### src/hw/rtl/ctpg_dly.sv
// Enabled shift-register delay line.
`timescale 1ns / 1ps
`default_nettype none
module ctpg_dly #(
    parameter int WIDTH = 32,
    parameter int DEPTH = 1
) (
    input  wire logic             i_clk,
    input  wire logic             i_en,
    input  wire logic [WIDTH-1:0] i_d,
    output logic      [WIDTH-1:0] o_q
);
    logic [WIDTH-1:0] r_tap [DEPTH];

    always_ff @(posedge i_clk) begin
        if (i_en) begin
            r_tap[0] <= i_d;
            for (int j = 1; j < DEPTH; j++) begin
                r_tap[j] <= r_tap[j-1];
            end
        end
    end

    assign o_q = r_tap[DEPTH-1];
endmodule
`default_nettype wire

### config.mk
export PLATFORM = sky130hd
export DESIGN_NAME = ctpg_dly
export DESIGN_NICKNAME = d
export VERILOG_FILES = /design/src/hw/rtl/ctpg_dly.sv
export SDC_FILE = /design/constraint.sdc
export NUM_CORES = 1
export LEC_CHECK = 0
export ABC_AREA = 1
export BUFFER_PORTS_ARGS = -buffer_cell sky130_fd_sc_hd__buf_2
export CAP_MARGIN = 20
export CORE_UTILIZATION = 39
export DETAILED_ROUTE_END_ITERATION = 12
export PLACE_DENSITY = 0.76
export SLEW_MARGIN = 10
export SYNTH_ARGS = -nofsm -noshare
export SYNTH_HDL_FRONTEND = slang
export SYNTH_SLANG_ARGS = --single-unit
### constraint.sdc
create_clock -name i_clk -period 0.8 [get_ports i_clk]
set_input_delay 0.04 -clock i_clk [delete_from_list [all_inputs] [get_ports i_clk]]
set_output_delay 0.04 -clock i_clk [all_outputs]
set_load 0.01 [all_outputs]
# After elaboration in Yosys (flattened, before gate mapping)
# Memories as Yosys holds them, arrays and structs flattened.
# Index checks and enable logic that the tools add are counted.
# totals
out_inout_bits	32
regBits	0
ramBits	32
memories	1
in_bits	34
elab_cells	3
# classes
n_mux	2
# memory_table
memory	words	word_bits	rd	rd_ports_with_merged_regs	wr	line_no	rtl
r_tap	1	32	1	0	1	13	logic [WIDTH-1:0] r_tap [DEPTH];
# op_table
operator	count
$mux W1	2

# Longest topological paths before layout
# logic_depth
depth_word	2
depth_mapped	0
ltp_nobuf	0

# Worst setup path after synthesis
# OpenSTA, ideal clock, no wires.
# synth_path
path_kind	flip-flop to output port
from	mem r_tap[0][0]
to	out o_q[0]
path_slack_ps	366
path_buffers	0
t_required_ps	760
path_stages_with_launch	1
arrival_ps	394
path_cell_list	edfxtp_1
# synth_via
elab_chain_len	1
# synth_rtl
element	line_no	rtl
start: declaration	13	
$mem_v2 Z1 W32	-	
end: declaration	11	output logic [WIDTH-1:0] o_q
# No other way between the ends.

# Worst setup path after layout
# layout_path
from	mem r_tap[0][20]
to	out o_q[20]
# Same word-level chain as after synthesis.

==> flow_summary.toml <==
[finish]
insertedDiodeCount = 0
regMostFlops = "r_tap"
fillCellCount = 145
multiInputGateArea_um2 = 0
final_nets = 172
reg.largest.list = "r_tap (32)"
syn_to_final_growth_pct = 79.69
drive_above_1_share_pct = 52.17
largest_reg_flops = 32
utilization_pct = 75.87
nMultiInputCombCells = 0

[power_and_ir_drop]
p_clk_share_pct = 23.9
p_switching_w = 0.0006860
intPower_w = 0.002554
p_leak_nw = 0.7475
combPwrFrac_pct = 13.7
vdd_drop_max_uv = 1623
p_seq_share_pct = 62.4
power_density_mw_per_mm2 = 1876
switching_share_pct = 21.17

[global_routing]
grt_overflow_total = 0
antenna_found_initial = 0
track_usage_pct = 17.93
grt_max_degree = 18
grt_pass1_wl_um = 3125
grt_pass1_vias = 717

[sta]
hold_viol = 0
hold_ws_ns = 0.1382
tightest_slew_ns = 0.09484
final.min_clock_period_ns = 0.9017
maxSlewHeadroom_pct = 93.68
fmax_mhz = 1109
setup_ws_ns = -0.1017
min_period_over_period_pct = 112.7
final-setup-viol-count = 32
slew_violations = 0
rsz0062_at_grt = "yes"

[setup_path]
cpMaxStageDelayCell = "edfxtp_1"
crit_chain = "buf_2"
worst-setup-path-type = "reg -> out"
critPathMaxStageDelay_ns = 0.40
cp_max_fo = 1
cp_data_required_time_ns = 0.76
crit_arrival_ns = 0.86
worstSetupEndpointType = "primary output"
critPathLaunchType = "flop"
critPathBufInv = 1
crit_family = "flip-flops"

[synth]
async_reset_ff_share_pct = 0
synth_warnings = 0
yosys.area.top_type_share_pct = 100.0
synth_commonest_cells = "edfxtp_1 (32)"
synth_seq_cells = 32
synth-edff-count = 32
synth_flop_cell = "edfxtp_1"
synth.cell_area_um2 = 960.9
synthTopCellsByArea = "edfxtp_1 (100%)"
ys_seq_area_share_pct = 100.0
yosys.area.top_type = "edfxtp_1"
synth_nets = 66
synth_most_common_cell = "edfxtp_1"
yosys.cell_types.count = 1
netlist_instances = 32
avgSynthCellArea_um2 = 30.03

[floorplan]
floorplan.initialDensity_pct = 42.22
dieArea_mm2 = 0.002666
die_w_um = 51.64
io_pins = 66
core_mm2 = 0.002276
die_height_um = 51.64
num_rows = 17

[drt]
drtPass1Iterations = 2
first_iter_violations = 5
drt.antenna.violating_nets = 0
viasPerCell = 4.295
drt-wirelength-per-cell_um = 12.62
via_count = 713
drc = 0
detail_route.wirelength_um = 2095

[outcome]
status = "finished with violations"
violations = "negative setup slack"

[clock_tree]
cts_made_buffers = 5
ctsHtreeMaxLevel = 2
clockBufferDepth = 2
postCtsSetupBuffers = 0
clk_pin_slew_ns = 0.09
root_buffer = "clkbuf_4"
post_cts_resized = 0
cts_tree = "built"
clock_sinks = 32

[flow_run]
max_cap_violations = 0

[place]
gp_congestion = 0.6533
port_buffers = 65

[hold_path]
hold_path.class = "in -> reg"
-- layout by cell type, fill, tap and decap left out --
master and count:
buf_12 2, dlygate4sd3_1 32, clkbuf_4 5, buf_2 65, clkinv_1 2, edfxtp_1 32
-- final cells by class --
type,count,area (um2),area share [%]
Sequential cell,32,960.9,55.65
Timing Repair Buffer,99,685.7,39.71
Clock buffer,5,37.54,2.174
Tap cell,28,35.03,2.029
Clock inverter,2,7.507,0.4348
-- per-layer routing --
layer / vias to the layer above / track usage (%) / part of all wire, %
met5: - / 0 / 0
li1: 340 / - / -
met1: 323 / 17.43 / 35
met2: 48 / 30.52 / 52
met4: 0 / 9.459 / 1.2
met3: 2 / 9.357 / 12
-- final timing paths --
check / from / endpoint / slack, ns / depth (start not counted)
worst max-delay path: r_tap[0][20]$_DFFE_PP_ / o_q[20] / -0.10 / 1
worst min-delay path: i_en / r_tap[0][8]$_DFFE_PP_ / 0.14 / 2
-- timing repair --
action,4_1_cts,5_1_grt
hold buffers,32,0
gates cloned,0,0
hold endpoints to repair,32,0
setup endpoints to repair,32,32
-- power by group through the flow --
stage / Clock (W) / Sequential, W / Combinational (W)
floorplan: 0 / 0.00214 / 0
global placement: 0 / 0.00205 / 0.000321
detailed placement: 0 / 0.00206 / 0.000323
CTS: 0.000793 / 0.00202 / 0.000443
global route: 0.000876 / 0.00203 / 0.000480
finish: 0.000774 / 0.00202 / 0.000445
-- metrics by stage --
step                instances  setup WS, ns  total power, W  setup TNS [ns]  instance area (um2)
floorplan                  32        0.3662        0.002137               0                960.9
global placement          127        0.1643        0.002372               0                 1361
detailed placement        127        0.1604        0.002382               0                 1361
CTS                       166       -0.1139        0.003257          -2.462                 1727
global route              166       -0.1686        0.003389          -3.782                 1727
finish                    166       -0.1017        0.003240          -2.123                 1727
-- cell families after synthesis --
group       count (synthesis)  share of synthesized area, %
flip-flops                 32                         100.0
No activity file was read; power rests on OpenSTA's default activity.
