$ cat config.mk
export PLATFORM = sky130hd
export DESIGN_NAME = ctpg_mul
export DESIGN_NICKNAME = d
export VERILOG_FILES = /design/src/hw/rtl/ctpg_pkg.sv /design/src/hw/rtl/ctpg_mul.sv
export SDC_FILE = /design/constraint.sdc
export NUM_CORES = 2
export LEC_CHECK = 0
export ABC_CLOCK_PERIOD_IN_PS = 14100
export BUFFER_PORTS_ARGS = -buffer_cell sky130_fd_sc_hd__buf_4
export CAP_MARGIN = 10
export CORE_MARGIN = 1
export CORE_UTILIZATION = 55
export DETAILED_ROUTE_END_ITERATION = 16
export PLACE_DENSITY = 0.72
export SYNTH_ARGS = -nofsm -noshare
export SYNTH_HDL_FRONTEND = slang
export SYNTH_SLANG_ARGS = --single-unit
$ cat constraint.sdc
create_clock -name i_clk -period 14.1 [get_ports i_clk]
set_input_delay 0.705 -clock i_clk [delete_from_list [all_inputs] [get_ports i_clk]]
set_output_delay 0.705 -clock i_clk [all_outputs]
set_load 0.02 [all_outputs]
$ cat src/hw/rtl/ctpg_pkg.sv
// Shared types, constants and helpers for the conservative-to-primitive gradient block.
`timescale 1ns / 1ps
`default_nettype none
package ctpg_pkg;

    localparam int FRAC_BITS_DEF = 16;
    localparam int DIV_LAT       = 33;
    localparam int MUL_LAT       = 2;
    localparam int CFG_W         = 31;

    typedef logic signed [31:0] t_fx;
    typedef logic [1:0]         t_cfg_idx;

    localparam t_cfg_idx CFG_GAMMA_M1 = 2'd0;
    localparam t_cfg_idx CFG_INV_CV   = 2'd1;

    localparam logic [CFG_W-1:0] CFG_RESET = 31'd26214;

    typedef struct packed {
        logic [30:0] density;
        t_fx         mom_x;
        t_fx         mom_y;
        t_fx         mom_z;
        t_fx         energy;
        t_fx         d_density;
        t_fx         d_mom_x;
        t_fx         d_mom_y;
        t_fx         d_mom_z;
        t_fx         d_energy;
        logic        last_state;
    } t_in_item;

    typedef struct packed {
        t_fx  d_pressure;
        t_fx  d_vel_x;
        t_fx  d_vel_y;
        t_fx  d_vel_z;
        t_fx  d_temperature;
        logic bad_density;
        logic last_result;
    } t_out_item;

    // Clamp a widened signed sum into the 32-bit range.
    function automatic t_fx sat34(input logic signed [33:0] x);
        if (x > 34'sd2147483647) begin
            return 32'sh7FFFFFFF;
        end else if (x < -34'sd2147483648) begin
            return 32'sh80000000;
        end else begin
            return t_fx'(x[31:0]);
        end
    endfunction

endpackage
`default_nettype wire

$ cat src/hw/rtl/ctpg_mul.sv
// Two-stage saturating fixed-point multiplier, truncating toward zero.
`timescale 1ns / 1ps
`default_nettype none
module ctpg_mul #(
    parameter int FRAC_BITS = 16
) (
    input  wire logic              i_clk,
    input  wire logic              i_en,
    input  wire ctpg_pkg::t_fx     i_a,
    input  wire ctpg_pkg::t_fx     i_b,
    output ctpg_pkg::t_fx          o_p
);
    import ctpg_pkg::*;

    logic [31:0] ma, mb;
    logic [63:0] r_prod;
    logic        r_neg;
    logic [63:0] m;
    t_fx         n_p;
    t_fx         r_p;

    assign ma = i_a[31] ? 32'(-i_a) : 32'(i_a);
    assign mb = i_b[31] ? 32'(-i_b) : 32'(i_b);

    always_comb begin
        m = r_prod >> FRAC_BITS;
        if (r_neg) begin
            n_p = (m > 64'h80000000) ? 32'sh80000000 : t_fx'(32'(-m));
        end else begin
            n_p = (m > 64'h7FFFFFFF) ? 32'sh7FFFFFFF : t_fx'(m[31:0]);
        end
    end

    always_ff @(posedge i_clk) begin
        if (i_en) begin
            r_prod <= 64'(ma) * 64'(mb);
            r_neg  <= i_a[31] ^ i_b[31];
            r_p    <= n_p;
        end
    end

    assign o_p = r_p;
endmodule
`default_nettype wire

# --- After elaboration in Yosys (flattened, before gate mapping) ---
# Cells that the tools add are included.
classes:
  n_lt_le_gt_ge: 2
  add_sub_neg: 3
  mux: 5
  mul: 1
  n_bitwise: 1
ops:
  columns: ["operator", "count"]
  rows:
  - ["$mux W32", 5]
  - ["$neg A32 Y32", 3]
  - ["$mul A32 B32 Y64", 1]
  - ["$gt A48 B31 Y1 const B", 1]
  - ["$gt A48 B32 Y1 const B", 1]
  - ["$xor A1 B1 Y1", 1]
totals:
  in_bits: 66
  regBits: 97
  word_cells: 15

# --- Logic depth before layout (Yosys ltp) ---
logic_depth:
  depth_word: 3
  mapped_depth: 37

# --- Worst setup path before layout ---
# No wires, ideal clock.
synth_timing:
  path_kind: "in2reg"
  start: "input port i_b[4]"
  end: "register r_prod[62], data pin"
  path_slack_ns: 4.001
  arrival_time_ns: 9.826
  cell_stages: 31
  required_ns: 13.826
  cell_sequence: "or4_1 > or4_1 > or4_1 > or4_1 > nand2b_4 > o41ai_4 > xnor2_1 > clkbuf_1 > nand2_1 > fa_1 > inv_1 > fa_1 > fa_1 > fa_1 > fa_1 > fa_1 > fa_1 > inv_1 > fa_1 > inv_1 > ha_1 > clkbuf_1 > nand3_1 > nor3_1 > a21oi_1 > a211oi_1 > nor2_1 > nor2_1 > a21oi_1 > o41ai_1 > xor2_1"
synth_between:
  elab_chain_len: 3
synth_lines:
  columns: ["item", "line", "text"]
  rows:
  - ["start: declaration", "ctpg_mul.sv:10", "input wire ctpg_pkg::t_fx i_b,"]
  - ["$neg A32 Y32", "ctpg_mul.sv:23", "assign mb = i_b[31] ? 32'(-i_b) : 32'(i_b);"]
  - ["$mux W32 *", "ctpg_mul.sv:23", null]
  - ["$mul A32 B32 Y64 *", "ctpg_mul.sv:36", "r_prod <= 64'(ma) * 64'(mb);"]
  - ["end signal: assignment", "ctpg_mul.sv:36", null]
  - ["end: declaration", "ctpg_mul.sv:16", "logic [63:0] r_prod;"]
# Mark *: on every way between the ends. The rest lies on a longest branch, timed or not.
# A chain may end at the register's enable or synchronous reset.

# --- Worst setup path after layout ---
layout_timing:
  start: "input port i_b[0]"
  end: "register r_prod[56], data pin"
# The elaborated chain is that of the path after synthesis.

==> key figures <==
Clock tree
  – Clk sink count: 81
  – Deepest clock path buffer count: 2
  – Hold_buf cts: 0
  – Root Driver: clkbuf_16
  – Clk pin slew, worst setup/hold paths: 0.06 ns
  – Worst skew pair latency: 0.34 ns
  – Max H-tree Level: 3
  – Post-CTS setup repair buffer count: 0
  – CTS tree: done
  – CTS-repair resized insts: 0
  – CTS Buf Count: 9

Yosys
  – Yosys reg bits: 81
  – Commonest cells in the netlist: inv_1 (936), fa_1 (895), nor2_1 (589)
  – Most numerous cell in the Yosys netlist: inv_1
  – Net count after synthesis: 5,378
  – Mapped Cells: 4,154
  – Post-synth top area cell: fa_1
  – Most used DFF post-synth: edfxtp_1
  – Post-synth EDFFs: 81
  – Syn_area_per_cell: 8.85 um2
  – Post-synth ARST share: 0%
  – Mapped Area: 36,800 um2
  – Synth top area share: 48.7%
  – Yosys warns: 0
  – Synth top area cells: fa_1 (49%), inv_1 (9.6%), ha_1 (8.9%)
  – Cell variety after synth: 62
  – Post-synthesis sequential area ratio: 6.61%

Floorplanning
  – Die area: 67,900 um2
  – Die Span Y: 261 um
  – Die Wd: 261 um
  – Row count: 94
  – Initial Utilization: 55.7%
  – CORE AREA: 66,000 um2
  – I/O Pins: 98

Placed design
  – Post-DP HPWL: 93.2 mm
  – GPL Wtd Cong: 1.00
  – IO buf count: 97

Worst setup path
  – Crit start category: input port
  – Worst Setup End Kind: flip-flop
  – WP data arrival: 11.93 ns
  – Crit-path max cell delay: 0.88 ns
  – Crit path top cell by count: fa_1
  – Capture point of the worst reg-to-reg path: o_p[29]
  – WP data required: 14.17 ns
  – Worst reg2reg setup slack: 10.14 ns
  – Slowest stage cell, crit path: xor2_4
  – R2R cell count: 12
  – Critical path class: input port to flip-flop
  – Worst setup path endpoint: r_prod[56]
  – CP max FO: 24
  – Worst Setup SP: i_b[0]
  – Worst r2r src: r_prod[16]

Route
  – Met2 WL: 50.7 mm
  – DR top layer: met5
  – M1 WL: 42.0 mm
  – Routed wire per std cell: 23.1 um
  – Antenna-violating nets left: 0
  – WL met3: 14.4 mm
  – Drt total wl: 117 mm
  – Pre-Repair DR Iteration Count: 6
  – DR DRC count: 0
  – DRT iter0 DRCs: 2,840
  – Via-to-Cell Ratio: 5.87
  – Via count: 29,700

Final layout
  – Multi-input gate area: 30,600 um2
  – Sequential cell area: 2430 um2
  – Share of layout cells above drive strength 1: 7.04%
  – Utilization after layout: 59.8%
  – Area delta synth->final: 7.32%
  – Final nets: 5,408
  – Layout fillers: 5,625

Timing
  – Final Skew: 0.0102 ns
  – Max-slew violation count: 0
  – Min Tclk post-route: 11.86 ns
  – Relative slew slack: 7.84%
  – Worst-margin pin slew: 1.38 ns
  – Fin Setup TNS: 0 ns
  – Peak Freq: 84.3 MHz
  – Final Cycle Share: 84.1%
  – Endpoints failing setup: 0
  – RSZ-0062 raised after global routing: no
  – Hold Fails Final Rpt: 0

Global routing
  – Vias in the first global route: 30,900
  – GRT Residual Overflow: 0
  – Largest net degree at the start of global routing: 82
  – First-pass GRT wire length: 179 mm
  – Initial antenna violation count: 2
  – GR Util All Layers: 35.8%

Flow run
  – Max_cap viols: 0

Run status
  – Outcome: finished, final reports clean

Worst hold path
  – Hold Crit Depth: 1
  – Min-delay src: r_prod[28]
  – Hold/Removal Path Class: flip-flop to flip-flop
-- placed cells by master, fill, tap and decap left out, drive strengths merged, types with 25 or more instances in the layout --
cell / synthesis / final
inv: 936 / 937
fa: 895 / 895
nor2: 589 / 589
nand2: 549 / 549
ha: 263 / 263
buf: 10 / 211
xnor2: 93 / 93
o21ai: 86 / 86
edfxtp: 81 / 81
xor2: 74 / 74
a21oi: 73 / 73
o311ai: 25 / 25
-- worst min-delay path by stage --
| stage | endpoint | slack, ns |
|---|---|---|
| after floorplan | o_p[3] | 0.58 |
| after global placement | o_p[3] | 0.63 |
| after detailed placement | o_p[4] | 0.64 |
| after CTS | o_p[4] | 0.65 |
| after global routing | o_p[4] | 0.68 |
| final | o_p[12] | 0.66 |
-- kinds of logic (layout without fill, tap and decap cells) --
| kind of cell | Yosys count | after routing | share of synthesized area [%] |
|---|---|---|---|
| and+or+nand+nor | 1311 | 1311 | 14.6 |
| buffers and inverters | 1128 | 1163 | 11.6 |
| muxes | 2 | 2 | 0.0544 |
| xor gates and xnor gates | 167 | 167 | 4.00 |
| DFF | 81 | 81 | 6.61 |
| AOI/OAI and AO/OA | 307 | 307 | 5.50 |
| other | 0 | 3 | 0 |
| adders and majority gates | 1158 | 1158 | 57.7 |
-- stage by stage --
step / hold WS (ns) / worst slack [ns] / std cells / cell area (um2)
after floorplan: 0.578 / 4.00 / 4154 / 36800
after global placement: 0.634 / 2.30 / 5037 / 39200
after detailed placement: 0.641 / 2.14 / 5037 / 39200
after CTS: 0.652 / 2.46 / 5053 / 39500
after global routing: 0.682 / 1.89 / 5053 / 39500
final: 0.655 / 2.24 / 5056 / 39500
-- registers in the layout, indices dropped and copies added, names as in the netlist --
name    flops
r_neg       1
o_p        32
r_prod     48
-- critical path, delay by kind of cell --
kind	cells	cell delay, ns
xor+xnor	2	1.04
simple gates	5	1.78
buf+inv	6	0.92
fa+ha+maj	10	4.73
compound gates	9	2.70
-- per-layer routing --
layer  global-route usage [%]  vias up
li1                         -    12400
met4                     23.6        4
met3                     9.87      531
met5                        0        -
met2                     53.7     1832
met1                     45.6    14800
-- final cells by class --
cell class / count / area share, %
clock inverters: 6 / 0.168
clock buffers: 10 / 0.580
repair buffers: 211 / 4.01
flip-flops and latches: 81 / 6.16
multi-input cells: 2945 / 77.4
well taps: 864 / 2.74
diodes: 3 / 0.0190
inverters: 936 / 8.90
Power is not shown: default switching activity piles up to over one toggle a cycle in this logic, so the estimate is an artifact.
